[config.mk]
export PLATFORM = sky130hd
export DESIGN_NAME = kmp_stream_matcher
export DESIGN_NICKNAME = d
export VERILOG_FILES = /design/src/design/kmp_pkg.sv /design/src/design/kmp_div.sv /design/src/design/kmp_stream_matcher.sv
export SDC_FILE = /design/constraint.sdc
export NUM_CORES = 2
export LEC_CHECK = 0
export BUFFER_PORTS_ARGS = -buffer_cell sky130_fd_sc_hd__buf_2
export CAP_MARGIN = 15
export CORE_MARGIN = 4
export CORE_UTILIZATION = 50
export DETAILED_ROUTE_END_ITERATION = 6
export GPL_ROUTABILITY_DRIVEN = 0
export MAX_ROUTING_LAYER = met4
export PLACE_DENSITY = 0.76
export SYNTH_ARGS = -nofsm -noshare
export SYNTH_HDL_FRONTEND = slang
export SYNTH_HIERARCHICAL = 1
export SYNTH_SLANG_ARGS = --single-unit
[constraint.sdc]
create_clock -name clk -period 5.6 [get_ports clk]
set_input_delay 1.68 -clock clk [delete_from_list [all_inputs] [get_ports clk]]
set_output_delay 1.68 -clock clk [all_outputs]
set_load 0.05 [all_outputs]
[src/design/kmp_pkg.sv]
package kmp_pkg;
  localparam int CMD_W = 1;
  localparam int IDX_W = 6;
  localparam int LEN_W = 7;
  localparam logic CMD_LOAD = 1'b0;
  localparam logic CMD_TEXT = 1'b1;

  typedef struct packed {
    logic start;
    logic [LEN_W-1:0] dividend;
    logic [LEN_W-1:0] divisor;
  } div_req_t;

  typedef struct packed {
    logic done;
    logic exact;
    logic [LEN_W-1:0] quotient;
  } div_rsp_t;
endpackage

[src/design/kmp_div.sv]
module kmp_div (
  input  logic             clk,
  input  logic             rst_n,
  input  kmp_pkg::div_req_t req,
  output kmp_pkg::div_rsp_t rsp
);
  import kmp_pkg::*;

  logic [LEN_W-1:0] rem_r, rem_nxt, quo_r, quo_nxt, dvs_r, dvs_nxt, dvd_r, dvd_nxt;
  logic [2:0] cnt_r, cnt_nxt;
  logic busy_r, busy_nxt, done_r, done_nxt;
  logic [LEN_W:0] trial;

  // restoring division, one quotient bit per cycle
  always_comb begin
    rem_nxt = rem_r;
    quo_nxt = quo_r;
    dvs_nxt = dvs_r;
    dvd_nxt = dvd_r;
    cnt_nxt = cnt_r;
    busy_nxt = busy_r;
    done_nxt = 1'b0;
    trial = {rem_r, dvd_r[LEN_W-1]};
    if (req.start) begin
      rem_nxt = '0;
      quo_nxt = '0;
      dvs_nxt = req.divisor;
      dvd_nxt = req.dividend;
      cnt_nxt = 3'(LEN_W - 1);
      busy_nxt = 1'b1;
    end else if (busy_r) begin
      dvd_nxt = {dvd_r[LEN_W-2:0], 1'b0};
      if (trial >= {1'b0, dvs_r}) begin
        rem_nxt = LEN_W'(trial - {1'b0, dvs_r});
        quo_nxt = {quo_r[LEN_W-2:0], 1'b1};
      end else begin
        rem_nxt = LEN_W'(trial);
        quo_nxt = {quo_r[LEN_W-2:0], 1'b0};
      end
      if (cnt_r == 3'd0) begin
        busy_nxt = 1'b0;
        done_nxt = 1'b1;
      end else begin
        cnt_nxt = cnt_r - 3'd1;
      end
    end
  end

  always_ff @(posedge clk) begin
    if (!rst_n) begin
      busy_r <= 1'b0;
      done_r <= 1'b0;
    end else begin
      busy_r <= busy_nxt;
      done_r <= done_nxt;
    end
    rem_r <= rem_nxt;
    quo_r <= quo_nxt;
    dvs_r <= dvs_nxt;
    dvd_r <= dvd_nxt;
    cnt_r <= cnt_nxt;
  end

  assign rsp.done = done_r;
  assign rsp.exact = (rem_r == '0) && (dvs_r != '0);
  assign rsp.quotient = quo_r;
endmodule

[src/design/kmp_stream_matcher.sv]
// channel | direction | handshake             | payload
// in      | input     | in_valid / in_ready   | command, symbol, pattern_index, restart, ...
// out     | output    | out_valid / out_ready | kind, match_found, match_start, ...
// cfg     | input     | cfg_we                | cfg_pattern_length
// one transaction at a time; a text symbol reads the entries at j and then compares,
// plus a read and compare per failure-chain step (a fall to minus one skips the read)
// and a failure read on a match; a pattern load takes the same walk (no first read at index
// zero), then a failure read, the divider start and the wait in the iterative divider
// the memory read port (one read per cycle, registered data) sets the walk rate
// rst_n is synchronous active low; failure entry zero is a constant minus one, not in memory
// out stall holds the result register; the next transaction is accepted once it is taken
module kmp_stream_matcher #(
  parameter int MAX_PATTERN = 64,
  parameter int SYMBOL_WIDTH = 8,
  parameter int POSITION_WIDTH = 32
) (
  input  logic        clk,
  input  logic        rst_n,
  input  logic        in_valid,
  output logic        in_ready,
  input  logic [0:0]  in_command,
  input  logic [7:0]  in_symbol,
  input  logic [5:0]  in_pattern_index,
  input  logic        in_restart,
  input  logic [31:0] in_start_index,
  input  logic        in_last_of_text,
  output logic        out_valid,
  input  logic        out_ready,
  output logic [0:0]  out_kind,
  output logic        out_match_found,
  output logic [31:0] out_match_start,
  output logic        out_no_match_in_text,
  output logic [6:0]  out_prefix_repeat_count,
  input  logic        cfg_we,
  input  logic [6:0]  cfg_pattern_length
);
  import kmp_pkg::*;

  localparam int AW = (MAX_PATTERN > 1) ? $clog2(MAX_PATTERN + 1) : 1;
  localparam int BW = AW + 1; // signed border, minus one allowed
  localparam int PW = POSITION_WIDTH;

  typedef enum logic [5:0] {
    S_IDLE = 6'b000001,
    S_READ = 6'b000010,
    S_CMP  = 6'b000100,
    S_DIV  = 6'b001000,
    S_WAIT = 6'b010000,
    S_OUT  = 6'b100000
  } state_t;

  state_t state_r, state_nxt;

  // memories: pattern symbols and failure entries, registered read data
  logic [SYMBOL_WIDTH-1:0] pat_mem [MAX_PATTERN];
  logic [BW-1:0] fail_mem [MAX_PATTERN+1];
  logic [SYMBOL_WIDTH-1:0] pat_q;
  logic [BW-1:0] fail_q;
  logic [AW-1:0] rd_addr;
  logic pat_we, fail_we;
  logic [AW-1:0] pat_wa, fail_wa;
  logic [BW-1:0] fail_wd;

  always_ff @(posedge clk) begin
    if (pat_we) pat_mem[pat_wa[$clog2(MAX_PATTERN > 1 ? MAX_PATTERN : 2)-1:0]] <=
        SYMBOL_WIDTH'(in_symbol);
    if (fail_we) fail_mem[fail_wa] <= fail_wd;
    pat_q <= pat_mem[rd_addr[$clog2(MAX_PATTERN > 1 ? MAX_PATTERN : 2)-1:0]];
    fail_q <= fail_mem[rd_addr];
  end

  logic [SYMBOL_WIDTH-1:0] in_sym_r;
  logic cmd_r, last_r;
  logic [BW-1:0] j_r, j_nxt, build_r, build_nxt, mb_r, mb_nxt;
  logic [AW-1:0] loaded_r, loaded_nxt, m_eff;
  logic [6:0] len_r;
  logic [PW-1:0] pos_r, pos_nxt;
  logic seen_r, seen_nxt, res_match_nxt, res_nm_nxt, final_r, final_nxt;
  logic [PW-1:0] res_start_nxt;
  logic [6:0] res_cnt_nxt;
  logic res_match_r, res_nm_r;
  logic [PW-1:0] res_start_r;
  logic [6:0] res_cnt_r;
  div_req_t dreq;
  div_rsp_t drsp;

  kmp_div u_div (.clk(clk), .rst_n(rst_n), .req(dreq), .rsp(drsp));

  always_comb begin
    if (len_r == 7'd0) m_eff = AW'(1);
    else if ({25'd0, len_r} > MAX_PATTERN) m_eff = AW'(MAX_PATTERN);
    else m_eff = AW'(len_r);
  end

  logic j_neg;
  logic [AW-1:0] j_plus1, idx_in;
  assign j_neg = j_r[BW-1];
  assign j_plus1 = AW'(j_r + 1'b1);
  assign idx_in = AW'(in_pattern_index);

  always_comb begin
    state_nxt = state_r;
    j_nxt = j_r;
    build_nxt = build_r;
    mb_nxt = mb_r;
    loaded_nxt = loaded_r;
    pos_nxt = pos_r;
    seen_nxt = seen_r;
    final_nxt = final_r;
    res_match_nxt = res_match_r;
    res_nm_nxt = res_nm_r;
    res_start_nxt = res_start_r;
    res_cnt_nxt = res_cnt_r;
    rd_addr = j_r[AW-1:0];
    pat_we = 1'b0;
    pat_wa = loaded_r;
    fail_we = 1'b0;
    fail_wa = loaded_r;
    fail_wd = j_r;
    dreq = '0;
    dreq.dividend = len_r;
    dreq.divisor = 7'(len_r - 7'(fail_q));
    unique case (state_r)
      S_IDLE: begin
        if (in_valid) begin
          res_match_nxt = 1'b0;
          res_nm_nxt = 1'b0;
          res_start_nxt = '0;
          res_cnt_nxt = '0;
          if (in_command == CMD_LOAD) begin
            if (int'(in_pattern_index) < MAX_PATTERN &&
                (in_pattern_index == 6'd0 || idx_in == loaded_r)) begin
              // failure entry zero is minus one and is never read from memory
              j_nxt = (in_pattern_index == 6'd0) ? '1 : build_r;
              loaded_nxt = idx_in;
              pat_we = 1'b1;
              pat_wa = idx_in;
              state_nxt = j_nxt[BW-1] ? S_CMP : S_READ;
              final_nxt = 1'b0;
            end else begin
              // ignored load: report the current prefix count
              final_nxt = 1'b1;
              j_nxt = BW'(loaded_r);
              state_nxt = (loaded_r == '0) ? S_OUT : S_READ;
              if (loaded_r == '0) res_cnt_nxt = 7'd1;
            end
          end else begin
            pos_nxt = in_restart ? PW'(in_start_index) : pos_r;
            if (in_restart) seen_nxt = 1'b0;
            j_nxt = (in_restart || mb_r[BW-1] || mb_r[AW-1:0] >= m_eff) ? '0 : mb_r;
            final_nxt = 1'b0;
            state_nxt = S_READ;
          end
        end
      end
      S_READ: begin
        rd_addr = final_r ? j_r[AW-1:0] : j_r[AW-1:0];
        state_nxt = final_r ? S_DIV : S_CMP;
      end
      S_CMP: begin
        // pat_q and fail_q belong to index j_r (unless j is minus one)
        if (!j_neg && pat_q != in_sym_r) begin
          j_nxt = (j_r == '0) ? '1 : fail_q;
          if (j_r == '0) state_nxt = S_CMP;
          else begin
            rd_addr = fail_q[AW-1:0];
            state_nxt = S_READ;
          end
        end else if (cmd_r == CMD_LOAD) begin
          fail_we = 1'b1;
          fail_wa = AW'(loaded_r + 1'b1);
          fail_wd = BW'(j_plus1);
          build_nxt = BW'(j_plus1);
          loaded_nxt = AW'(loaded_r + 1'b1);
          final_nxt = 1'b1;
          j_nxt = BW'(AW'(loaded_r + 1'b1));
          state_nxt = S_READ;
        end else begin
          if (j_plus1 == m_eff) begin
            res_match_nxt = 1'b1;
            res_start_nxt = PW'(pos_r + 1'b1 - PW'(m_eff));
            seen_nxt = 1'b1;
            j_nxt = BW'(m_eff);
            final_nxt = 1'b1;
            state_nxt = S_READ;
          end else begin
            mb_nxt = BW'(j_plus1);
            pos_nxt = PW'(pos_r + 1'b1);
            res_nm_nxt = last_r && !seen_r;
            state_nxt = S_OUT;
          end
        end
      end
      S_DIV: begin
        if (cmd_r == CMD_TEXT) begin
          // fail_q is failure_table[m]
          mb_nxt = (fail_q[BW-1] || fail_q[AW-1:0] >= m_eff) ? '0 : fail_q;
          pos_nxt = PW'(pos_r + 1'b1);
          res_nm_nxt = 1'b0;
          state_nxt = S_OUT;
        end else begin
          dreq.start = 1'b1;
          dreq.dividend = 7'(j_r);
          dreq.divisor = 7'(j_r - fail_q);
          state_nxt = S_WAIT;
        end
      end
      S_WAIT: begin
        if (drsp.done) begin
          res_cnt_nxt = drsp.exact ? drsp.quotient : 7'd1;
          state_nxt = S_OUT;
        end
      end
      S_OUT: begin
        if (out_ready) state_nxt = S_IDLE;
      end
      default: state_nxt = S_IDLE;
    endcase
  end

  always_ff @(posedge clk) begin
    if (!rst_n) begin
      state_r <= S_IDLE;
      build_r <= '1;
      loaded_r <= '0;
      mb_r <= '0;
      pos_r <= '0;
      seen_r <= 1'b0;
      len_r <= 7'd1;
    end else begin
      state_r <= state_nxt;
      build_r <= build_nxt;
      loaded_r <= loaded_nxt;
      mb_r <= mb_nxt;
      pos_r <= pos_nxt;
      seen_r <= seen_nxt;
      if (cfg_we) len_r <= cfg_pattern_length;
    end
    j_r <= j_nxt;
    final_r <= final_nxt;
    res_match_r <= res_match_nxt;
    res_nm_r <= res_nm_nxt;
    res_start_r <= res_start_nxt;
    res_cnt_r <= res_cnt_nxt;
    if (state_r == S_IDLE && in_valid) begin
      in_sym_r <= SYMBOL_WIDTH'(in_symbol);
      cmd_r <= in_command;
      last_r <= in_last_of_text;
    end
  end

  assign in_ready = (state_r == S_IDLE);
  assign out_valid = (state_r == S_OUT);
  assign out_kind = cmd_r;
  assign out_match_found = res_match_r;
  assign out_match_start = 32'(res_start_r);
  assign out_no_match_in_text = res_nm_r | (cmd_r == CMD_TEXT && res_match_r ? 1'b0 : 1'b0);
  assign out_prefix_repeat_count = res_cnt_r;

  a_out_idle: assert property (@(posedge clk) disable iff (!rst_n)
    out_valid |-> !in_ready) else $error("out and in active together");
  a_hold: assert property (@(posedge clk) disable iff (!rst_n)
    (out_valid && !out_ready) |=> out_valid) else $error("result dropped");
  a_kind: assert property (@(posedge clk) disable iff (!rst_n)
    (out_valid && out_match_found) |-> out_kind == CMD_TEXT) else $error("match on load");
endmodule

==> impl_metrics.env <==
export IMPL_min_from="mb_r[7]"
export IMPL_criticalPathCategory="register to register"
export IMPL_track_usage_pct=25.0
export IMPL_status="finished, final reports clean"
export IMPL_overflow=0
export IMPL_cts_buffer_depth=3
export IMPL_cp_start_kind="register"
export IMPL_drcViolationCount=0
export IMPL_postCtsSetupBuffers=0
export IMPL_start_util_pct=50.4
export IMPL_htreeDepth=3
export IMPL_grt_max_degree=89
export IMPL_worstMarginPinSlew_ps=1090
export IMPL_end_kind="register"
export IMPL_final_hold_viol_count=0
export IMPL_rr_startpoint="j_r[1]"
export IMPL_cts_root_buf="clkbuf_16"
export IMPL_yosysSeqAreaShare_pct=66.5
export IMPL_core_mm2=0.105
export IMPL_synthCells=4219
export IMPL_arrival_ps=5460
export IMPL_grt_pass1_vias=33800
export IMPL_max_cap_violations=0
export IMPL_setup_violations=0
export IMPL_yosysWarnings=6
export IMPL_vias=35800
export IMPL_ys_ff_latch=1210
export IMPL_hold_ws_ps=433
export IMPL_fmax_mhz=205
export IMPL_r2r_cells=11
export IMPL_grt_pass1_wl_um=208000
export IMPL_cp_required_ps=6180
export IMPL_wire_per_inst_um=23.9
export IMPL_die_area_mm2=0.111
export IMPL_first_iter_violations=4511
export IMPL_drive_gt1_share_pct=10.6
export IMPL_layout_nets=4418
export IMPL_die_w_um=334
export IMPL_power_uw=29400
export IMPL_antenna_found_initial=3
export IMPL_syn_avg_cell_area_um2=12.6
export IMPL_hold_path_class="register to register"
export IMPL_setup_tns_ps=0
export IMPL_vdd_ir_drop_max_mv=0.303
export IMPL_finalCoreUtilization_pct=56.2
export IMPL_cts_sinks=1210
export IMPL_area_growth_syn_to_layout_pct=11.5
export IMPL_cts_repair_resized=0
export IMPL_slew_viol_final=0
export IMPL_synth_cell_types=96
export IMPL_ant_nets=0
export IMPL_syn_nets=4331
export IMPL_holdBufCountCts=0
export IMPL_p_leak_uw=0.0208
export IMPL_hpwlAfterDp_um=88600
export IMPL_routed_via_density=6.18
export IMPL_clk_latency_ps=710
export IMPL_die_y_um=334
export IMPL_relSlewSlack_pct=27.5
export IMPL_power_density_mw_per_mm2=496
export IMPL_ios=105
export IMPL_crit_fanout=30
export IMPL_cts_made_buffers=112
export IMPL_n_fill_cell=8217
export IMPL_period_minus_slack_ps=4880
export IMPL_mappedNetlistArea_mm2=0.0531
export IMPL_ys_dominant_reg_cell="edfxtp_1"
export IMPL_skew_ps=40.6
export IMPL_row_count=119
export IMPL_whs_path_depth=2
export IMPL_clkTransAtPathRegs_ps=70
export IMPL_portBuffers=104
export IMPL_setup_worst_path_start="j_r[1]"
export IMPL_rsz0062_at_grt="false"
export IMPL_reg2reg_slack_ps=720
export IMPL_synth_edf_count=1106
export IMPL_wirelength_um=138000
export IMPL_final_period_utilization_pct=87.1
export IMPL_first_pass_iters=6
export IMPL_cts_tree="yes"
export IMPL_async_flop_share_pct=0
[placed cells by master, fill, tap and decap left out, types with 56 or more instances in the layout]
master,synthesis,routed
a211oi_1,56,56
a21oi_1,221,221
buf_2,93,100
buf_4,10,112
clkbuf_16,0,113
dfxtp_1,104,104
edfxtp_1,1106,1106
inv_1,96,96
mux2i_1,303,303
nand2_1,650,650
nand3_1,233,233
nor2_1,269,264
nor3_1,59,59
o211ai_1,77,77
o21ai_0,76,75
xnor2_1,63,60
[metrics by stage]
stage / area [um2] / instances / setup WS (ps)
6_report: 59200 / 5792 / 724
3_5_place_dp: 55500 / 5583 / 304
4_1_cts: 59200 / 5789 / 857
5_1_grt: 59200 / 5791 / 513
3_3_place_gp: 55500 / 5583 / 379
2_1_floorplan: 53100 / 4219 / 448
[state kept, by name, indices dropped and copies added (netlist names), 8 cells and up]
| register | flops |
|---|---|
| mb_r | 8 |
| fail_q | 8 |
| pat_mem | 512 |
| pos_r | 32 |
| pat_q | 8 |
| j_r | 8 |
| out_match_start | 32 |
| fail_mem | 520 |
| build_r | 8 |
| in_sym_r | 8 |
[worst max-delay path, stage by stage, from the launching register on]
cell and delay, ps:
edfxtp_1 660, inv_1 300, ha_1 180, nor4b_1 440, and2_1 470, nor2_1 120
mux2_2 600, nor2_1 640, nand2_2 480, o22ai_1 450, nor4_1 120, a211o_1 290
[layout make-up]
| class | instances | area, um2 | share of cell area (%) |
|---|---|---|---|
| sequential | 1210 | 35300 | 59.6 |
| inverter | 101 | 379 | 0.640 |
| timing repair buffer | 225 | 1600 | 2.71 |
| tap | 1391 | 1740 | 2.94 |
| antenna | 3 | 7.51 | 0.0127 |
| multi-input combinational | 2656 | 16500 | 27.9 |
| clock buffer | 139 | 2950 | 4.98 |
| clock inverter | 67 | 738 | 1.25 |
[cells by family after synthesis]
logic type               synth area share, %
AO/OA/AOI/OAI                           9.22
flip-flops                              66.5
XOR/XNOR                                1.62
adder cells (fa/ha/maj)                 1.26
AND/OR/NAND/NOR                         12.3
multiplexers                            6.35
buffers and inverters                   2.80
[routing by layer]
metal	wire length [um]	vias up	global-route usage, %	share of wire [%]
met3	14700	371	4.50	11
met1	54400	17300	33.8	39
met4	5990	0	9.85	4.3
li1	-	15900	-	-
met2	63300	2144	37.9	46
met5	0	-	-	0
[Yosys cell counts (10+ instances only)]
cell / instances / area (um2)
a211o_1: 25 / 219
a211oi_1: 56 / 420
a21o_1: 25 / 188
a21oi_1: 221 / 1110
a22oi_1: 36 / 270
a31oi_1: 20 / 125
and2_1: 16 / 100
and3_1: 25 / 156
buf_1: 27 / 101
buf_2: 93 / 465
buf_4: 10 / 75.1
clkbuf_1: 120 / 450
dfxtp_1: 104 / 2080
edfxtp_1: 1106 / 33200
ha_1: 47 / 588
inv_1: 96 / 360
mux2_2: 30 / 338
mux2i_1: 303 / 3030
nand2_1: 650 / 2440
nand2b_1: 21 / 131
nand3_1: 233 / 1170
nand3b_1: 11 / 82.6
nand4_1: 29 / 181
nor2_1: 269 / 1010
nor2b_1: 22 / 138
nor3_1: 59 / 295
nor3b_1: 13 / 97.6
nor4_1: 30 / 188
o211ai_1: 77 / 578
o21ai_0: 76 / 380
o22ai_1: 50 / 313
o31ai_1: 20 / 150
o32ai_1: 12 / 105
or3_1: 20 / 125
xnor2_1: 63 / 552
xor2_1: 35 / 307
[power by group]
group	switching, uW	internal [uW]	leakage (uW)	total, uW
clock	3320	4340	0.00178	7650
sequential	533	10900	0.0109	11400
combinational	6970	3360	0.00814	10300
[final timing paths]
| path | end |
|---|---|
| worst max-delay path | fail_q[6] |
| worst min-delay path | mb_r[7] |
| worst max register to register | fail_q[6] |
| worst min register to register | mb_r[7] |
Note: power is estimated with default switching activity, not from simulation.
